$ cat src/hw/rtl/zcpq_pkg.sv
package zcpq_pkg;

	// field and counter widths
	localparam int TIMER_BITS  = 16;
	localparam int STABLE_BITS = 8;
	localparam int HP_BITS     = 16;
	localparam int QUOT_BITS   = 16;
	localparam int CNT_BITS    = $clog2(QUOT_BITS);
	localparam int ADDR_BITS   = 4;
	localparam int DATA_BITS   = 32;

	localparam int unsigned TIMER_MAX  = (32'd1 << TIMER_BITS) - 32'd1;
	localparam int unsigned STABLE_MAX = (32'd1 << STABLE_BITS) - 32'd1;

	// 0.1 Hz from a half period in us: 5000000 / gap
	localparam longint unsigned FREQ_NUM = 64'd5000000;
	// top dividend bits form the first partial remainder; a gap at or below
	// this value gives a quotient wider than QUOT_BITS, so it saturates
	localparam logic [HP_BITS-1:0]   DIV_HEAD = HP_BITS'(FREQ_NUM >> QUOT_BITS);
	localparam logic [QUOT_BITS-1:0] DIV_TAIL =
		QUOT_BITS'(FREQ_NUM % (64'd1 << QUOT_BITS));

	// register reset values
	localparam logic [15:0] LOW_WARN_RST  = 16'd8000;
	localparam logic [7:0]  STABLE_RST    = 8'd5;
	localparam logic [15:0] MIN_HP_RST    = 16'd9000;
	localparam logic [15:0] MAX_HP_RST    = 16'd11000;

	// register map, word index
	typedef enum logic [ADDR_BITS-3:0] {
		REG_LOW_WARN      = 2'd0,
		REG_STABLE_NEEDED = 2'd1,
		REG_MIN_HP        = 2'd2,
		REG_MAX_HP        = 2'd3
	} reg_idx_t;

	typedef struct packed {
		logic [15:0] low_warn;
		logic [7:0]  stable_needed;
		logic [15:0] min_hp;
		logic [15:0] max_hp;
	} cfg_t;

	typedef struct packed {
		logic line_valid;
		logic accepted;
		logic oor;
	} qual_stat_t;

	typedef enum logic {
		ST_IDLE,
		ST_DIV
	} seq_state_t;

endpackage

$ cat src/hw/rtl/zcpq_div.sv
module zcpq_div (
	input  logic                                clk,
	input  logic                                arst_n,
	input  logic                                start,
	input  logic [zcpq_pkg::HP_BITS-1:0]        gap,
	output logic                                done,
	output logic [zcpq_pkg::QUOT_BITS-1:0]      freq
);

	logic                               busy_q;
	logic                               done_q;
	logic [zcpq_pkg::CNT_BITS-1:0]      cnt_q;
	logic [zcpq_pkg::HP_BITS-1:0]       gap_q;
	logic [zcpq_pkg::HP_BITS-1:0]       rem_q;
	logic [zcpq_pkg::QUOT_BITS-1:0]     tail_q;
	logic [zcpq_pkg::QUOT_BITS-1:0]     quot_q;
	logic                               sat_q;

	logic [zcpq_pkg::HP_BITS:0]         trial;
	logic [zcpq_pkg::HP_BITS:0]         diff;
	logic                               fits;
	logic [zcpq_pkg::HP_BITS-1:0]       rem_nx;
	logic                               last;

	// one restoring step: bring in the next dividend bit, try the subtract
	always_comb begin
		trial  = {rem_q, tail_q[zcpq_pkg::QUOT_BITS-1]};
		diff   = trial - {1'b0, gap_q};
		fits   = trial >= {1'b0, gap_q};
		rem_nx = fits ? diff[zcpq_pkg::HP_BITS-1:0] : trial[zcpq_pkg::HP_BITS-1:0];
		last   = cnt_q == zcpq_pkg::CNT_BITS'(zcpq_pkg::QUOT_BITS - 1);
	end

	// step counter and completion pulse
	always_ff @(posedge clk or negedge arst_n) begin
		if (!arst_n) begin
			busy_q <= 1'b0;
			done_q <= 1'b0;
			cnt_q  <= '0;
		end else begin
			done_q <= 1'b0;
			if (start) begin
				busy_q <= 1'b1;
				cnt_q  <= '0;
			end else if (busy_q) begin
				cnt_q <= cnt_q + 1'b1;
				if (last) begin
					busy_q <= 1'b0;
					done_q <= 1'b1;
				end
			end
		end
	end

	// remainder, dividend and quotient shift registers
	always_ff @(posedge clk) begin
		if (start) begin
			gap_q  <= gap;
			rem_q  <= zcpq_pkg::DIV_HEAD;
			tail_q <= zcpq_pkg::DIV_TAIL;
			quot_q <= '0;
			sat_q  <= gap <= zcpq_pkg::DIV_HEAD;
		end else if (busy_q) begin
			rem_q  <= rem_nx;
			tail_q <= {tail_q[zcpq_pkg::QUOT_BITS-2:0], 1'b0};
			quot_q <= {quot_q[zcpq_pkg::QUOT_BITS-2:0], fits};
		end
	end

	assign done = done_q;
	assign freq = sat_q ? '1 : quot_q;

endmodule

$ cat src/hw/rtl/zcpq_qual.sv
module zcpq_qual (
	input  logic                            clk,
	input  logic                            arst_n,
	input  logic                            tick,
	input  logic                            edge_req,
	input  zcpq_pkg::cfg_t                  cfg,
	output zcpq_pkg::qual_stat_t            stat,
	output logic [zcpq_pkg::HP_BITS-1:0]    hp_latched,
	output logic                            div_start,
	output logic [zcpq_pkg::HP_BITS-1:0]    div_gap
);

	logic                                   seen_q;
	logic                                   running_q;
	logic [zcpq_pkg::TIMER_BITS-1:0]        elapsed_q;
	logic [zcpq_pkg::STABLE_BITS-1:0]       stable_q;
	logic                                   valid_q;
	logic [zcpq_pkg::HP_BITS-1:0]           half_q;
	logic                                   acc_q;
	logic                                   oor_q;

	logic [31:0]                            lim32;
	logic [zcpq_pkg::TIMER_BITS-1:0]        lim;
	logic [zcpq_pkg::TIMER_BITS-1:0]        gap;
	logic [zcpq_pkg::TIMER_BITS-1:0]        el_d;
	logic                                   run_d;
	logic                                   seen_d;
	logic                                   val_d;
	logic [zcpq_pkg::STABLE_BITS-1:0]       sc_d;
	logic [zcpq_pkg::HP_BITS-1:0]           half_d;
	logic                                   acc_d;
	logic                                   oor_d;

	// timer step, then edge qualification on this tick's timer value
	always_comb begin
		lim32  = (32'(cfg.max_hp) < zcpq_pkg::TIMER_MAX) ? 32'(cfg.max_hp)
		                                                 : zcpq_pkg::TIMER_MAX;
		lim    = lim32[zcpq_pkg::TIMER_BITS-1:0];
		gap    = elapsed_q;
		run_d  = running_q;
		val_d  = valid_q;
		seen_d = seen_q;
		sc_d   = stable_q;
		half_d = half_q;
		acc_d  = 1'b0;
		oor_d  = 1'b0;

		if (running_q) begin
			if (gap < lim)
				gap = gap + 1'b1;
			if (gap >= lim) begin
				run_d = 1'b0;
				val_d = 1'b0;
			end
		end
		el_d = gap;

		if (edge_req) begin
			if (!seen_q) begin
				seen_d = 1'b1;
			end else if (32'(gap) >= 32'(cfg.low_warn)) begin
				if (32'(stable_q) < zcpq_pkg::STABLE_MAX)
					sc_d = stable_q + 1'b1;
				if (32'(sc_d) >= 32'(cfg.stable_needed)) begin
					sc_d  = zcpq_pkg::STABLE_BITS'(cfg.stable_needed);
					val_d = 1'b1;
				end
				if (32'(gap) >= 32'(cfg.min_hp) && 32'(gap) <= 32'(cfg.max_hp)) begin
					half_d = zcpq_pkg::HP_BITS'(gap);
					acc_d  = 1'b1;
				end else begin
					oor_d = 1'b1;
				end
			end else begin
				sc_d  = '0;
				val_d = 1'b0;
			end
			el_d  = '0;
			run_d = 1'b1;
		end
	end

	// line state, updated once per accepted tick
	always_ff @(posedge clk or negedge arst_n) begin
		if (!arst_n) begin
			seen_q    <= 1'b0;
			running_q <= 1'b0;
			elapsed_q <= '0;
			stable_q  <= '0;
			valid_q   <= 1'b0;
			half_q    <= '0;
			acc_q     <= 1'b0;
			oor_q     <= 1'b0;
		end else if (tick) begin
			seen_q    <= seen_d;
			running_q <= run_d;
			elapsed_q <= el_d;
			stable_q  <= sc_d;
			valid_q   <= val_d;
			half_q    <= half_d;
			acc_q     <= acc_d;
			oor_q     <= oor_d;
		end
	end

	assign stat        = '{line_valid: valid_q, accepted: acc_q, oor: oor_q};
	assign hp_latched  = half_q;
	assign div_start   = tick & acc_d;
	assign div_gap     = half_d;

endmodule

$ cat src/hw/rtl/zero_cross_period_qualifier_unit.sv
// Mains zero-crossing half-period qualifier. Each input word is one
// microsecond tick carrying edge_req; each accepted word gives exactly one
// output word with the line validity, the last accepted half period and its
// frequency in 0.1 Hz. A tick that does not latch a new half period is
// answered in the cycle after it is taken, so such ticks can stream at one
// per cycle while out_ready is high. A tick whose edge gives an in-range
// half period starts the bit-serial divider (5000000 / gap, one quotient
// bit per cycle, 16 steps); its output word appears once the divider is
// done, and no tick is taken while the divider runs. Thresholds are set
// through the register port at 0x0 low_warn_us, 0x4 stable_needed, 0x8
// min_half_period_us and 0xC max_half_period_us; the user must see they
// are written only while the block is idle; the block does not enforce it.
module zero_cross_period_qualifier_unit (
	input  logic                                clk,
	input  logic                                arst_n,
	// tick channel
	input  logic                                in_valid,
	output logic                                in_ready,
	input  logic                                edge_req,
	// result channel
	output logic                                out_valid,
	input  logic                                out_ready,
	output logic                                line_valid,
	output logic [zcpq_pkg::HP_BITS-1:0]        half_period_us,
	output logic [zcpq_pkg::QUOT_BITS-1:0]      freq_tenth_hz,
	output logic                                period_accepted,
	output logic                                out_of_range,
	// register port
	input  logic                                psel,
	input  logic                                penable,
	input  logic                                pwrite,
	input  logic [zcpq_pkg::ADDR_BITS-1:0]      paddr,
	input  logic [zcpq_pkg::DATA_BITS-1:0]      pwdata,
	output logic [zcpq_pkg::DATA_BITS-1:0]      prdata,
	output logic                                pready
);

	zcpq_pkg::cfg_t                     cfg_q;
	zcpq_pkg::seq_state_t               state_q;
	zcpq_pkg::seq_state_t               state_d;
	zcpq_pkg::qual_stat_t               stat;
	zcpq_pkg::reg_idx_t                 reg_idx;

	logic                               out_valid_q;
	logic [zcpq_pkg::QUOT_BITS-1:0]     freq_q;
	logic                               tick;
	logic                               wr_en;
	logic                               div_start;
	logic                               div_done;
	logic [zcpq_pkg::HP_BITS-1:0]       div_gap;
	logic [zcpq_pkg::QUOT_BITS-1:0]     div_freq;
	logic [zcpq_pkg::HP_BITS-1:0]       hp_latched;

	// register access
	assign pready  = 1'b1;
	assign reg_idx = zcpq_pkg::reg_idx_t'(paddr[zcpq_pkg::ADDR_BITS-1:2]);
	assign wr_en   = psel & penable & pwrite & pready;

	always_ff @(posedge clk or negedge arst_n) begin
		if (!arst_n) begin
			cfg_q.low_warn      <= zcpq_pkg::LOW_WARN_RST;
			cfg_q.stable_needed <= zcpq_pkg::STABLE_RST;
			cfg_q.min_hp        <= zcpq_pkg::MIN_HP_RST;
			cfg_q.max_hp        <= zcpq_pkg::MAX_HP_RST;
		end else if (wr_en) begin
			case (reg_idx)
				zcpq_pkg::REG_LOW_WARN:      cfg_q.low_warn      <= pwdata[15:0];
				zcpq_pkg::REG_STABLE_NEEDED: cfg_q.stable_needed <= pwdata[7:0];
				zcpq_pkg::REG_MIN_HP:        cfg_q.min_hp        <= pwdata[15:0];
				zcpq_pkg::REG_MAX_HP:        cfg_q.max_hp        <= pwdata[15:0];
				default: ;
			endcase
		end
	end

	always_comb begin
		case (reg_idx)
			zcpq_pkg::REG_LOW_WARN:      prdata = 32'(cfg_q.low_warn);
			zcpq_pkg::REG_STABLE_NEEDED: prdata = 32'(cfg_q.stable_needed);
			zcpq_pkg::REG_MIN_HP:        prdata = 32'(cfg_q.min_hp);
			zcpq_pkg::REG_MAX_HP:        prdata = 32'(cfg_q.max_hp);
			default:                     prdata = '0;
		endcase
	end

	// sequencer: next state
	always_comb begin
		state_d = state_q;
		case (state_q)
			zcpq_pkg::ST_IDLE: begin
				if (tick && div_start)
					state_d = zcpq_pkg::ST_DIV;
			end
			zcpq_pkg::ST_DIV: begin
				if (div_done)
					state_d = zcpq_pkg::ST_IDLE;
			end
			default: state_d = zcpq_pkg::ST_IDLE;
		endcase
	end

	// sequencer: outputs
	always_comb begin
		case (state_q)
			zcpq_pkg::ST_IDLE: in_ready = !out_valid_q || out_ready;
			zcpq_pkg::ST_DIV:  in_ready = 1'b0;
			default:           in_ready = 1'b0;
		endcase
	end

	assign tick = in_valid & in_ready;

	always_ff @(posedge clk or negedge arst_n) begin
		if (!arst_n) begin
			state_q     <= zcpq_pkg::ST_IDLE;
			out_valid_q <= 1'b0;
			freq_q      <= '0;
		end else begin
			state_q     <= state_d;
			out_valid_q <= (tick && !div_start) || div_done || (out_valid_q && !out_ready);
			if (div_done)
				freq_q <= div_freq;
		end
	end

	zcpq_qual u_qual (
		.clk         (clk),
		.arst_n      (arst_n),
		.tick        (tick),
		.edge_req    (edge_req),
		.cfg         (cfg_q),
		.stat        (stat),
		.hp_latched  (hp_latched),
		.div_start   (div_start),
		.div_gap     (div_gap)
	);

	zcpq_div u_div (
		.clk    (clk),
		.arst_n (arst_n),
		.start  (div_start),
		.gap    (div_gap),
		.done   (div_done),
		.freq   (div_freq)
	);

	// result word straight from the state registers
	assign out_valid       = out_valid_q;
	assign line_valid      = stat.line_valid;
	assign half_period_us  = hp_latched;
	assign freq_tenth_hz   = freq_q;
	assign period_accepted = stat.accepted;
	assign out_of_range    = stat.oor;

`ifndef SYNTH
	// no tick is taken while the divider runs
	assert property (@(posedge clk) disable iff (!arst_n)
		state_q == zcpq_pkg::ST_DIV |-> !in_ready)
		else $error("tick taken during division");

	// divider completes only while the sequencer waits for it
	assert property (@(posedge clk) disable iff (!arst_n)
		div_done |-> state_q == zcpq_pkg::ST_DIV)
		else $error("divider done outside division");

	// a latched period always sends the sequencer into division
	assert property (@(posedge clk) disable iff (!arst_n)
		tick && div_start |=> state_q == zcpq_pkg::ST_DIV && !out_valid_q)
		else $error("division not started");

	// an output word never flags an edge as both accepted and out of range
	assert property (@(posedge clk) disable iff (!arst_n)
		out_valid_q |-> !(stat.accepted && stat.oor))
		else $error("accepted and out of range together");
`endif

endmodule
$ cat config.mk
export PLATFORM = sky130hd
export DESIGN_NAME = zero_cross_period_qualifier_unit
export DESIGN_NICKNAME = d
export VERILOG_FILES = /design/src/hw/rtl/zcpq_pkg.sv /design/src/hw/rtl/zcpq_div.sv /design/src/hw/rtl/zcpq_qual.sv /design/src/hw/rtl/zero_cross_period_qualifier_unit.sv
export SDC_FILE = /design/constraint.sdc
export NUM_CORES = 1
export LEC_CHECK = 0
export BUFFER_PORTS_ARGS = -buffer_cell sky130_fd_sc_hd__buf_2
export CORE_ASPECT_RATIO = 1.25
export CORE_MARGIN = 2
export CORE_UTILIZATION = 30
export CTS_BUF_LIST = sky130_fd_sc_hd__clkbuf_4 sky130_fd_sc_hd__clkbuf_8
export DETAILED_ROUTE_END_ITERATION = 16
export PLACE_DENSITY = 0.44
export REMOVE_ABC_BUFFERS = 1
export SLEW_MARGIN = 20
export SYNTH_ARGS = -nofsm -noshare
export SYNTH_HDL_FRONTEND = slang
export SYNTH_SLANG_ARGS = --single-unit
$ cat constraint.sdc
create_clock -name clk -period 6.7 [get_ports clk]
set_input_delay 0.67 -clock clk [delete_from_list [all_inputs] [get_ports clk]]
set_output_delay 0.67 -clock clk [all_outputs]
set_load 0.005 [all_outputs]
# Word level (Yosys, flattened, before mapping)
# Cells that the tools add are included.
dict set report word_totals {
  latchBits 0
  wordCells 111
  romBits 0
  in_bits 44
  output_inout_bits 70
  regBits 184
  mem_bits_rw 0
  n_memories 0
}
dict set report op_classes {
  n_addsub 4
  n_div 0
  shift 0
  n_reduce_logical 18
  n_mul 0
  bitwise_logic 5
  eq_ne 4
  n_mux 47
  n_lt_le_gt_ge 10
}
# operator n
set ops {}
lappend ops {{$mux W16} 11}
lappend ops {{$pmux W32 S4} 1}
lappend ops {{$ge A16 B16 Y1} 3}
lappend ops {{$mux W8} 6}
lappend ops {{$mux W1} 25}
lappend ops {{$ge A17 B16 Y1} 1}
lappend ops {{$add A16 B1 Y16 const B} 1}
lappend ops {{$le A16 B16 Y1} 1}
lappend ops {{$le A16 B7 Y1 const B} 1}
lappend ops {{$lt A16 B16 Y1} 1}
lappend ops {{$lt A16 B16 Y1 const B} 1}
lappend ops {{$sub A16 B16 Y16} 1}
lappend ops {{$reduce_and A2 Y1} 5}
lappend ops {{$add A8 B1 Y8 const B} 1}
lappend ops {{$ge A8 B8 Y1} 1}
lappend ops {{$lt A8 B8 Y1 const B} 1}
lappend ops {{$mux W4} 2}
lappend ops {{$add A4 B1 Y4 const B} 1}
lappend ops {{$and A1 B1 Y1} 4}
lappend ops {{$eq A2 B2 Y1 const B} 2}
lappend ops {{$eq A4 B4 Y1 const B} 1}
lappend ops {{$logic_and A1 B1 Y1} 4}
lappend ops {{$pmux W1 S2} 2}
lappend ops {{$logic_not A1 Y1} 3}
lappend ops {{other kinds (6)} 8}

# Longest topological paths before layout
# Gate-level depths: netlist (run 1).
dict set report depth {
  word_depth 17
  mapped_depth 20
  ltp_nobuf 18
}

# Hierarchy
# From an unflattened synthesis (run 1), not the netlist that was laid out.
dict set report hier_totals {
  cells_unflattened 1178
  area_unflattened_um2 11939.0
}
# mod area_per_inst_um2 instances cells_each
set by_module_without_submodules {}
lappend by_module_without_submodules {zcpq_qual 5043.6 1 581}
lappend by_module_without_submodules {zcpq_div 3544.6 1 375}
lappend by_module_without_submodules {zero_cross_period_qualifier_unit 3350.7 1 222}

# Worst setup path after synthesis (run 1)
# Ideal clock, no wire load.
dict set report synth_timing {
  path_kind {register -> register}
  startpoint {reg cfg_q[11] (netlist bit)}
  endpoint {reg u_div.gap_q[0] (netlist bit), enable pin}
  path_stages_with_launch 20
  t_arrival_ps 4448
  path_slack_ps 1929
  t_required_ps 6377
  synth_period_minus_slack_ps 4771
  path_cell_list {dfstp_2 inv_1 ha_1 and2_1 a221oi_2 o211ai_1 a21o_1 buf_6 nor2_1 xor2_1 ha_1 a21o_1 a21o_1 a21oi_1 o31ai_1 a221oi_1 o21ai_2 nor4_4 buf_6 buf_4}
}
dict set report synth_via {
  elab_chain_cells 13
  word_cells_on_any_way 15
  cone_classes {order compare: 5; mux: 8; bitwise: 1; reduce/logical: 1}
}
# element line
set synth_rtl {}
lappend synth_rtl {{start, declared} zero_cross_period_qualifier_unit.sv:38} ;# zcpq_pkg::cfg_t cfg_q;
lappend synth_rtl {{$lt A16 B16 Y1} zcpq_qual.sv:36} ;# lim32 = (32'(cfg.max_hp) < zcpq_pkg::TIMER_MAX) ? 32'(cfg.max_hp)
lappend synth_rtl {{$mux W16} zcpq_qual.sv:36}
lappend synth_rtl {{$lt A16 B16 Y1} zcpq_qual.sv:49} ;# if (gap < lim)
lappend synth_rtl {{$mux W16} zcpq_qual.sv:49}
lappend synth_rtl {{$mux W16 (2 in a row)} zcpq_qual.sv:48} ;# if (running_q) begin
lappend synth_rtl {{$ge A16 B16 Y1 or $le A16 B16 Y1 (tied branches)} zcpq_qual.sv:68} ;# if (32'(gap) >= 32'(cfg.min_hp) && 32'(gap) <= 32'(cfg.max_hp)) begin
lappend synth_rtl {{$logic_and A1 B1 Y1} zcpq_qual.sv:68}
lappend synth_rtl {{$mux W1} zcpq_qual.sv:68}
lappend synth_rtl {{$mux W1 (*)} zcpq_qual.sv:61} ;# end else if (32'(gap) >= 32'(cfg.low_warn)) begin
lappend synth_rtl {{$mux W1 (*)} zcpq_qual.sv:59} ;# if (!seen_q) begin
lappend synth_rtl {{$mux W1 (*)} zcpq_qual.sv:58} ;# if (edge_req) begin
lappend synth_rtl {{$and A1 B1 Y1 (*)} zcpq_qual.sv:108} ;# assign div_start = tick & acc_d;
lappend synth_rtl {{via div_start} zero_cross_period_qualifier_unit.sv:48} ;# logic div_start;
lappend synth_rtl {{end signal, assigned} zcpq_div.sv:58} ;# gap_q <= gap;
lappend synth_rtl {{end, declared} zcpq_div.sv:13} ;# logic [zcpq_pkg::HP_BITS-1:0] gap_q;
# Mark *: on every way through the listed nets, which the timed path passes. The rest lies on a longest branch. The select of a mux whose other input is x is not followed.
# A chain may end at the register's enable or synchronous reset.

# Final worst setup path (run 1)
dict set report layout_timing {
  startpoint {reg cfg_q[7] (netlist bit)}
  endpoint {reg u_div.gap_q[3] (netlist bit), data pin}
}
dict set report layout_via {
  elab_chain_cells 12
  word_cells_on_any_way 14
  cone_classes {order compare: 5; mux: 8; reduce/logical: 1}
}
# element line
set layout_rtl {}
lappend layout_rtl {{$lt A16 B16 Y1} zcpq_qual.sv:36}
lappend layout_rtl {{$mux W16} zcpq_qual.sv:36}
lappend layout_rtl {{$lt A16 B16 Y1} zcpq_qual.sv:49}
lappend layout_rtl {{$mux W16} zcpq_qual.sv:49}
lappend layout_rtl {{$mux W16 (2 in a row)} zcpq_qual.sv:48}
lappend layout_rtl {{$ge A16 B16 Y1 or $le A16 B16 Y1 (tied branches)} zcpq_qual.sv:68}
lappend layout_rtl {{$logic_and A1 B1 Y1} zcpq_qual.sv:68}
lappend layout_rtl {{$mux W16} zcpq_qual.sv:68}
lappend layout_rtl {{$mux W16 (*)} zcpq_qual.sv:61}
lappend layout_rtl {{$mux W16 (*)} zcpq_qual.sv:59}
lappend layout_rtl {{$mux W16 (*)} zcpq_qual.sv:58}
lappend layout_rtl {{via div_gap, one bit} zero_cross_period_qualifier_unit.sv:50} ;# logic [zcpq_pkg::HP_BITS-1:0] div_gap;
# Marks and branches as above.

==> results by group, run 1 <==
Drt
  – Post-Route WL: 31.29 mm
  – Via count: 8685
  – Starting DRT DRC Count: 425
  – First-pass DRT Iterations: 4
  – DR vias/cell: 4.915
  – Drt drc: 0
  – Final ANT Viol Nets: 0
  – Wire per inst: 17.71 um

Logic synthesis
  – Synth Instances: 1196
  – Top post-synthesis cells by area: dfrtp_1 (22%), ha_1 (11%), dfxtp_1 (7.2%)
  – Post-synthesis cell type count: 78
  – Syn avg cell area: 9.727 um2
  – Seq/Total Area, Yosys: 0.3873
  – Synth Register Bits: 184
  – Synth warn: 0
  – Synth area leader: dfrtp_1
  – Area share of the largest cell type after synthesis: 0.2237
  – Post-synth EDFFs: 17
  – FFs w/ async S/R, synth: 0.6793
  – Ys flop type: dfrtp_1
  – Synthesized cell area: 11630 um2

Worst setup path
  – Critical path buffers and inverters: 1
  – Arr. time, crit path: 6260 ps
  – Worst Path Required: 6960 ps
  – Critical path peak fanout: 17
  – Slowest CP cell: nor3_4
  – CP Class: flop to flop
  – Slowest stage delay, CP: 840 ps
  – Crit-path leading delay family: compound AO/OA/AOI/OAI gates
  – Worst setup SP type: flop
  – Endpoint class of the critical path: flop
  – Crit-path cells: inv_1 > ha_1 > and3_1 > nand2_1 > o31ai_2 > a21o_1 > nor3_1 > or2_2 > ha_1 > nand2_1 > nor3_2 > a41oi_1 > o21a_1 > a221oi_1 > o21ai_2 > nor3_4 > mux2_2

Clock network
  – Clk root buf: clkbuf_8
  – Cts hold-fix bufs: 0
  – CTS H-tree depth: 4
  – Clk Latency, worst-skew pair: 520 ps
  – Clock sinks: 184
  – # Post-CTS Setup Buffers: 0
  – Resize count post-CTS: 0
  – Clk pin slew, worst setup/hold paths: 120 ps
  – Max Root-Sink Buffers: 2
  – CTS tree: done
  – CTS Buf Count: 17

Place
  – PortBufs: 78
  – Dpl hpwl: 23.21 mm
  – Pre-CTS setup slack: 722.3 ps
  – Final GP Congestion: 0.8189
  – Placed insts: 1735

Pwr
  – Pwr dens: 215.8 nW/um2
  – Lkg Pwr: 6.158 nW
  – Worst VDD drop: 0.0001266 V

Timing
  – Worst-Margin Slew: 1057 ps
  – Minimum clock period: 5993 ps
  – Fin crit share: 0.8945
  – RSZ-0062 raised after global routing: no
  – Worst Slack Setup Final: 707.0 ps
  – Final setup vio count: 0
  – Final Hold Vio Count: 0
  – Max Fclk: 166.9 MHz
  – Max_slew headroom: 0.2928
  – Skew final: 25.80 ps
  – Fin. max-slew vios: 0
  – Worst hold margin: 193.6 ps
  – Setup TNS: 0 ps

GRT
  – Vias in the first global route: 8915
  – Met1 Use GR: 0.2011
  – Global routing usage on met3: 0.02585
  – Total congestion overflow: 0
  – Tot GR Track Use: 0.1595
  – Initial antenna violation count: 0
  – Busiest grt layer: met2
  – First-pass GRT wire length: 50.65 mm
  – Largest net degree at the start of global routing: 80
  – Met2 usage: 0.2833

Finish
  – Diodes inserted: 0
  – Non-Filler Instances: 1767
  – Layout area overhead: 11.46%
  – # nets final: 1411
  – Layout cells sized above 1: 0.1835

Die
  – Core ar.: 38240 um2
  – Top Ports: 114
  – Num rows: 80
  – Die Span Y: 224.2 um
  – Die W: 180.1 um
  – Starting Density: 0.3043
  – Die footprint: 40380 um2

Outcome
  – Status: finished clean

Worst hold path
  – Worst hold path type: input pin to async pin

Run
  – Max-Cap Viols: 0
-- through the flow --
| stage | area, um2 | util | power, mW |
|---|---|---|---|
| 2_1_floorplan | 11300 | - | 1.729 |
| 3_3_place_gp | 12510 | 0.3273 | 1.973 |
| 3_5_place_dp | 12520 | 0.3273 | 1.979 |
| 4_1_cts | 12970 | 0.3391 | 2.853 |
| 5_1_grt | 12970 | 0.3391 | 2.983 |
| 6_report | 12970 | 0.3391 | 2.799 |
-- cells in the mapped netlist (all sizes together), types with 12 or more instances --
cell type    n
a211oi      13
a21o        31
a21oi       59
a22o        14
and3        12
buf         30
clkbuf      39
dfrtp      104
dfstp       21
dfxtp       42
edfxtp      17
ha         104
inv         98
mux2        52
mux2i       52
nand2       85
nand2b      14
nand3       13
nand4       16
nor2       114
nor3        17
o21a        15
o21ai       77
xnor2       18
xor2        25
-- per-layer routing --
layer	up-vias	routed length, um
met3	21	660
met5	-	0
met2	96	15870
met4	0	400
met1	4229	14350
li1	4339	-
-- power by group --
| part | switching, mW | total [mW] | internal, mW |
|---|---|---|---|
| Sequential | 0.0832 | 1.32 | 1.23 |
| Combinational | 0.359 | 0.628 | 0.269 |
| Clock | 0.546 | 0.854 | 0.309 |
-- cells in the final DEF (no fill, tap or decap), types with 5 or more instances in the layout --
cell	instances
inv_12	5
mux2_2	31
o21a_1	15
a21oi_1	57
o22ai_1	9
o21ai_0	75
nor3_1	14
clkbuf_8	17
a21boi_0	7
dfrtp_1	103
nand4_1	16
mux2_4	20
nand3_1	13
xnor2_1	18
nor2_1	112
nand2b_1	13
inv_1	98
buf_4	22
a211o_1	6
mux2i_1	52
buf_2	77
mux4_2	8
dfxtp_1	42
xor2_1	25
nor2b_1	10
a21o_1	31
edfxtp_1	17
dfstp_2	21
conb_1	17
and3_1	12
a22o_1	14
nand2_1	85
ha_1	104
a211oi_1	13
-- final cells by class --
cell class | count | area, um2
tap | 492 | 615.6
sequential | 184 | 4507
timing repair buffer | 101 | 581.8
fill | 3998 | 25270
inverter | 98 | 367.9
multi-input combinational | 860 | 6444
clock buffer | 17 | 234.0
clock inverter | 15 | 217.7
-- logic make-up (layout without fill, tap and decap cells) --
kind of cell,Yosys count,after routing,synth area share
simple gates,309,309,0.1254
flops,184,184,0.3873
mux,112,112,0.1170
fa+ha+maj,105,105,0.1136
compound gates,274,274,0.1589
xor+xnor,43,43,0.03237
buf+inv,167,231,0.06485
other cells,2,17,0.0006455
-- worst paths after layout --
check                                   start              endpoint  slack (ps)  depth (start not counted)
worst max-delay path                 cfg_q[7]        u_div.gap_q[3]         710                         17
worst min-delay path                   arst_n  u_qual.hp_latched[2]         190                          1
worst max register to register       cfg_q[7]        u_div.gap_q[3]         710                         17
worst min register to register  u_qual.seen_q         u_qual.seen_q         470                          1
max in group asynchronous              arst_n          u_div.busy_q        5300                          2
min in group clk                   pwdata[10]             cfg_q[50]         380                          3
-- flip-flops by register name, indices dropped and copies added, names as in the netlist, 10 cells and up --
register	count
cfg_q	56
freq_tenth_hz	16
u_div.gap_q	16
u_div.quot_q	16
u_div.rem_q	16
u_div.tail_q	10
u_qual.elapsed_q	16
u_qual.hp_latched	16
Power figures use the tool's default switching activity.
==> inputs of run 2 (changes only) <==
--- a/config.mk
+++ b/config.mk
@@ -12,7 +12,6 @@
 export CTS_BUF_LIST = sky130_fd_sc_hd__clkbuf_4 sky130_fd_sc_hd__clkbuf_8
 export DETAILED_ROUTE_END_ITERATION = 16
 export PLACE_DENSITY = 0.44
-export REMOVE_ABC_BUFFERS = 1
 export SLEW_MARGIN = 20
 export SYNTH_ARGS = -nofsm -noshare
 export SYNTH_HDL_FRONTEND = slang
==> run 2 against run 1 <==
- setup slack better by 230 ps
- global-route usage decreased by 0.28 points
- clock power down 0.9%
- combinational power fell by 2%
- routed wire length decreased by 1.1%
- cell area decreased by 0.13%
- clock-buffer cell count unchanged
- clock skew is 0.69 ps higher
- critical path type unchanged
- largest cell class unchanged
==> results by group, run 2 (synthesis results as in run 1) <==
Timing
  – Max_slew headroom: 0.3225
  – Minimum clock period: 5766 ps
  – RSZ-0062 raised after global routing: no
  – Final setup vio count: 0
  – Setup TNS: 0 ps
  – Skew final: 26.49 ps
  – Fin. max-slew vios: 0
  – Worst-Margin Slew: 1016 ps
  – Fin crit share: 0.8607
  – Max Fclk: 173.4 MHz
  – Final Hold Vio Count: 0

Pwr
  – Comb power frac: 0.222
  – Worst VDD drop: 0.0001113 V
  – Pwr dens: 214.7 nW/um2
  – Clock power frac: 0.304
  – Switching Share: 0.3507
  – Lkg Pwr: 6.143 nW
  – Switching Power: 0.9753 mW
  – Internal: 1.805 mW
  – Sequential power share: 0.473

Drt
  – Final ANT Viol Nets: 0
  – Starting DRT DRC Count: 350
  – Metal2 WL: 15.82 mm
  – DR vias/cell: 4.911
  – Top layer in use: met4
  – Post-Route WL: 30.95 mm
  – Wire per inst: 17.55 um
  – Via count: 8663
  – Drt drc: 0
  – DRT met1 WL: 13.88 mm
  – Met3 wire length: 856 um
  – First-pass DRT Iterations: 5

GRT
  – Vias in the first global route: 8796
  – First-pass GRT wire length: 49.68 mm
  – Initial antenna violation count: 0
  – Total congestion overflow: 0
  – Tot GR Track Use: 0.1567
  – Largest net degree at the start of global routing: 78

Finish
  – Diodes inserted: 0
  – Max FFs per register: 56
  – Most frequent cells in the layout: nor2_1 (112), ha_1 (104), dfrtp_1 (103)
  – Layout cells sized above 1: 0.1824
  – Layout area overhead: 11.31%
  – Most flops, register: cfg_q
  – Fill cells: 4071
  – # nets final: 1408
  – Most common library cell in the layout ignoring fill and taps: nor2_1
  – Post-route cell area: 12950 um2

Worst hold path
  – Worst hold path type: input pin to async pin

Die
  – Starting Density: 0.3043
  – Die W: 180.1 um
  – Die Span Y: 224.2 um
  – Core ar.: 38240 um2
  – Num rows: 80
  – Die footprint: 40380 um2
  – Top Ports: 114

Clock network
  – CTS Buf Count: 17
  – CTS H-tree depth: 4
  – Clk root buf: clkbuf_8
  – Cts hold-fix bufs: 0
  – Clock sinks: 184
  – # Post-CTS Setup Buffers: 0
  – Clk pin slew, worst setup/hold paths: 130 ps
  – Clk Latency, worst-skew pair: 530 ps
  – Resize count post-CTS: 0
  – Max Root-Sink Buffers: 2
  – CTS tree: done

Worst setup path
  – Endpoint class of the critical path: flop
  – Worst Setup SP: cfg_q[7]
  – Worst setup path end: u_div.gap_q[9]
  – Critical path peak fanout: 17
  – Worst setup SP type: flop
  – Arr. time, crit path: 6040 ps
  – CP Class: flop to flop
  – Worst reg2reg path depth: 19
  – RR Endpoint: u_div.gap_q[9]
  – Worst R2R Start: cfg_q[7]
  – Reg2reg setup slack: 930 ps
  – Worst Path Required: 6970 ps

Run
  – Max-Cap Viols: 0

Place
  – Dpl hpwl: 23.09 mm
  – Area post-placement: 12500 um2
  – Final GP Congestion: 0.8209
  – PortBufs: 78

Outcome
  – Status: finished clean
run 2: cell count changes in the layout (fill, tap and decap cells not counted):
cell,before,now
inv_16,1,0
o21ai_2,1,2
clkinv_8,4,5
buf_4,22,19
inv_8,3,2
inv_12,5,6
o21ai_1,1,0
run 2: layout make-up:
class	count	area, um2	area share
clock inverters	15	219.0	0.01691
multi-input cells	860	6447	0.4979
clock buffers	17	234.0	0.01807
repair buffers	98	559.3	0.04319
flip-flops and latches	184	4507	0.3480
inverters	98	367.9	0.02841
well taps	492	615.6	0.04754
run 2: power groups by stage:
stage               clock (mW)  combinational [mW]  sequential, mW
floorplan                    0               0.443            1.30
global placement             0               0.618            1.34
detailed placement           0               0.624            1.34
CTS                      0.879               0.631            1.32
global route             0.920               0.706            1.33
finish                   0.846               0.618            1.32
run 2: per-stage QoR:
step	cells	util	total power [mW]	hold WS [ps]	worst slack, ps
after floorplan	1211	-	1.748	374.4	1929
after global placement	1732	0.3267	1.957	438.3	1011
after detailed placement	1732	0.3268	1.966	444.1	973.7
after CTS	1764	0.3387	2.830	191.3	916.0
after global routing	1764	0.3387	2.959	175.9	538.4
final	1764	0.3387	2.781	145.2	933.6
run 2: critical path: stages, from the launching register on:
cell      delay [ps]
dfstp_2          570
inv_1             90
ha_1             300
and3_1           180
nand2_1           70
o31ai_2          770
a21o_1           550
nor2_1           100
xor2_1           440
buf_4            240
ha_1             230
o21ai_0          140
a21oi_1          100
a21oi_1          130
nand2_1           70
a221o_1          390
a221oi_4         500
nor3_4            70
buf_4            240
mux2_1           340
run 2: how the worst min path moves through the flow:
stage | startpoint | to | slack (ps)
after CTS | arst_n | freq_tenth_hz[1] | 190
after global placement | u_qual.seen_q | u_qual.seen_q | 440
after detailed placement | u_qual.seen_q | u_qual.seen_q | 440
after floorplan | arst_n | cfg_q[0] | 370
after global routing | arst_n | u_qual.acc_q | 180
final | arst_n | u_qual.acc_q | 150
run 2: layer usage:
layer,up-vias,GRT usage
met5,-,0
met4,0,0.04006
met3,26,0.02276
met2,142,0.2839
met1,4160,0.1945
li1,4335,-
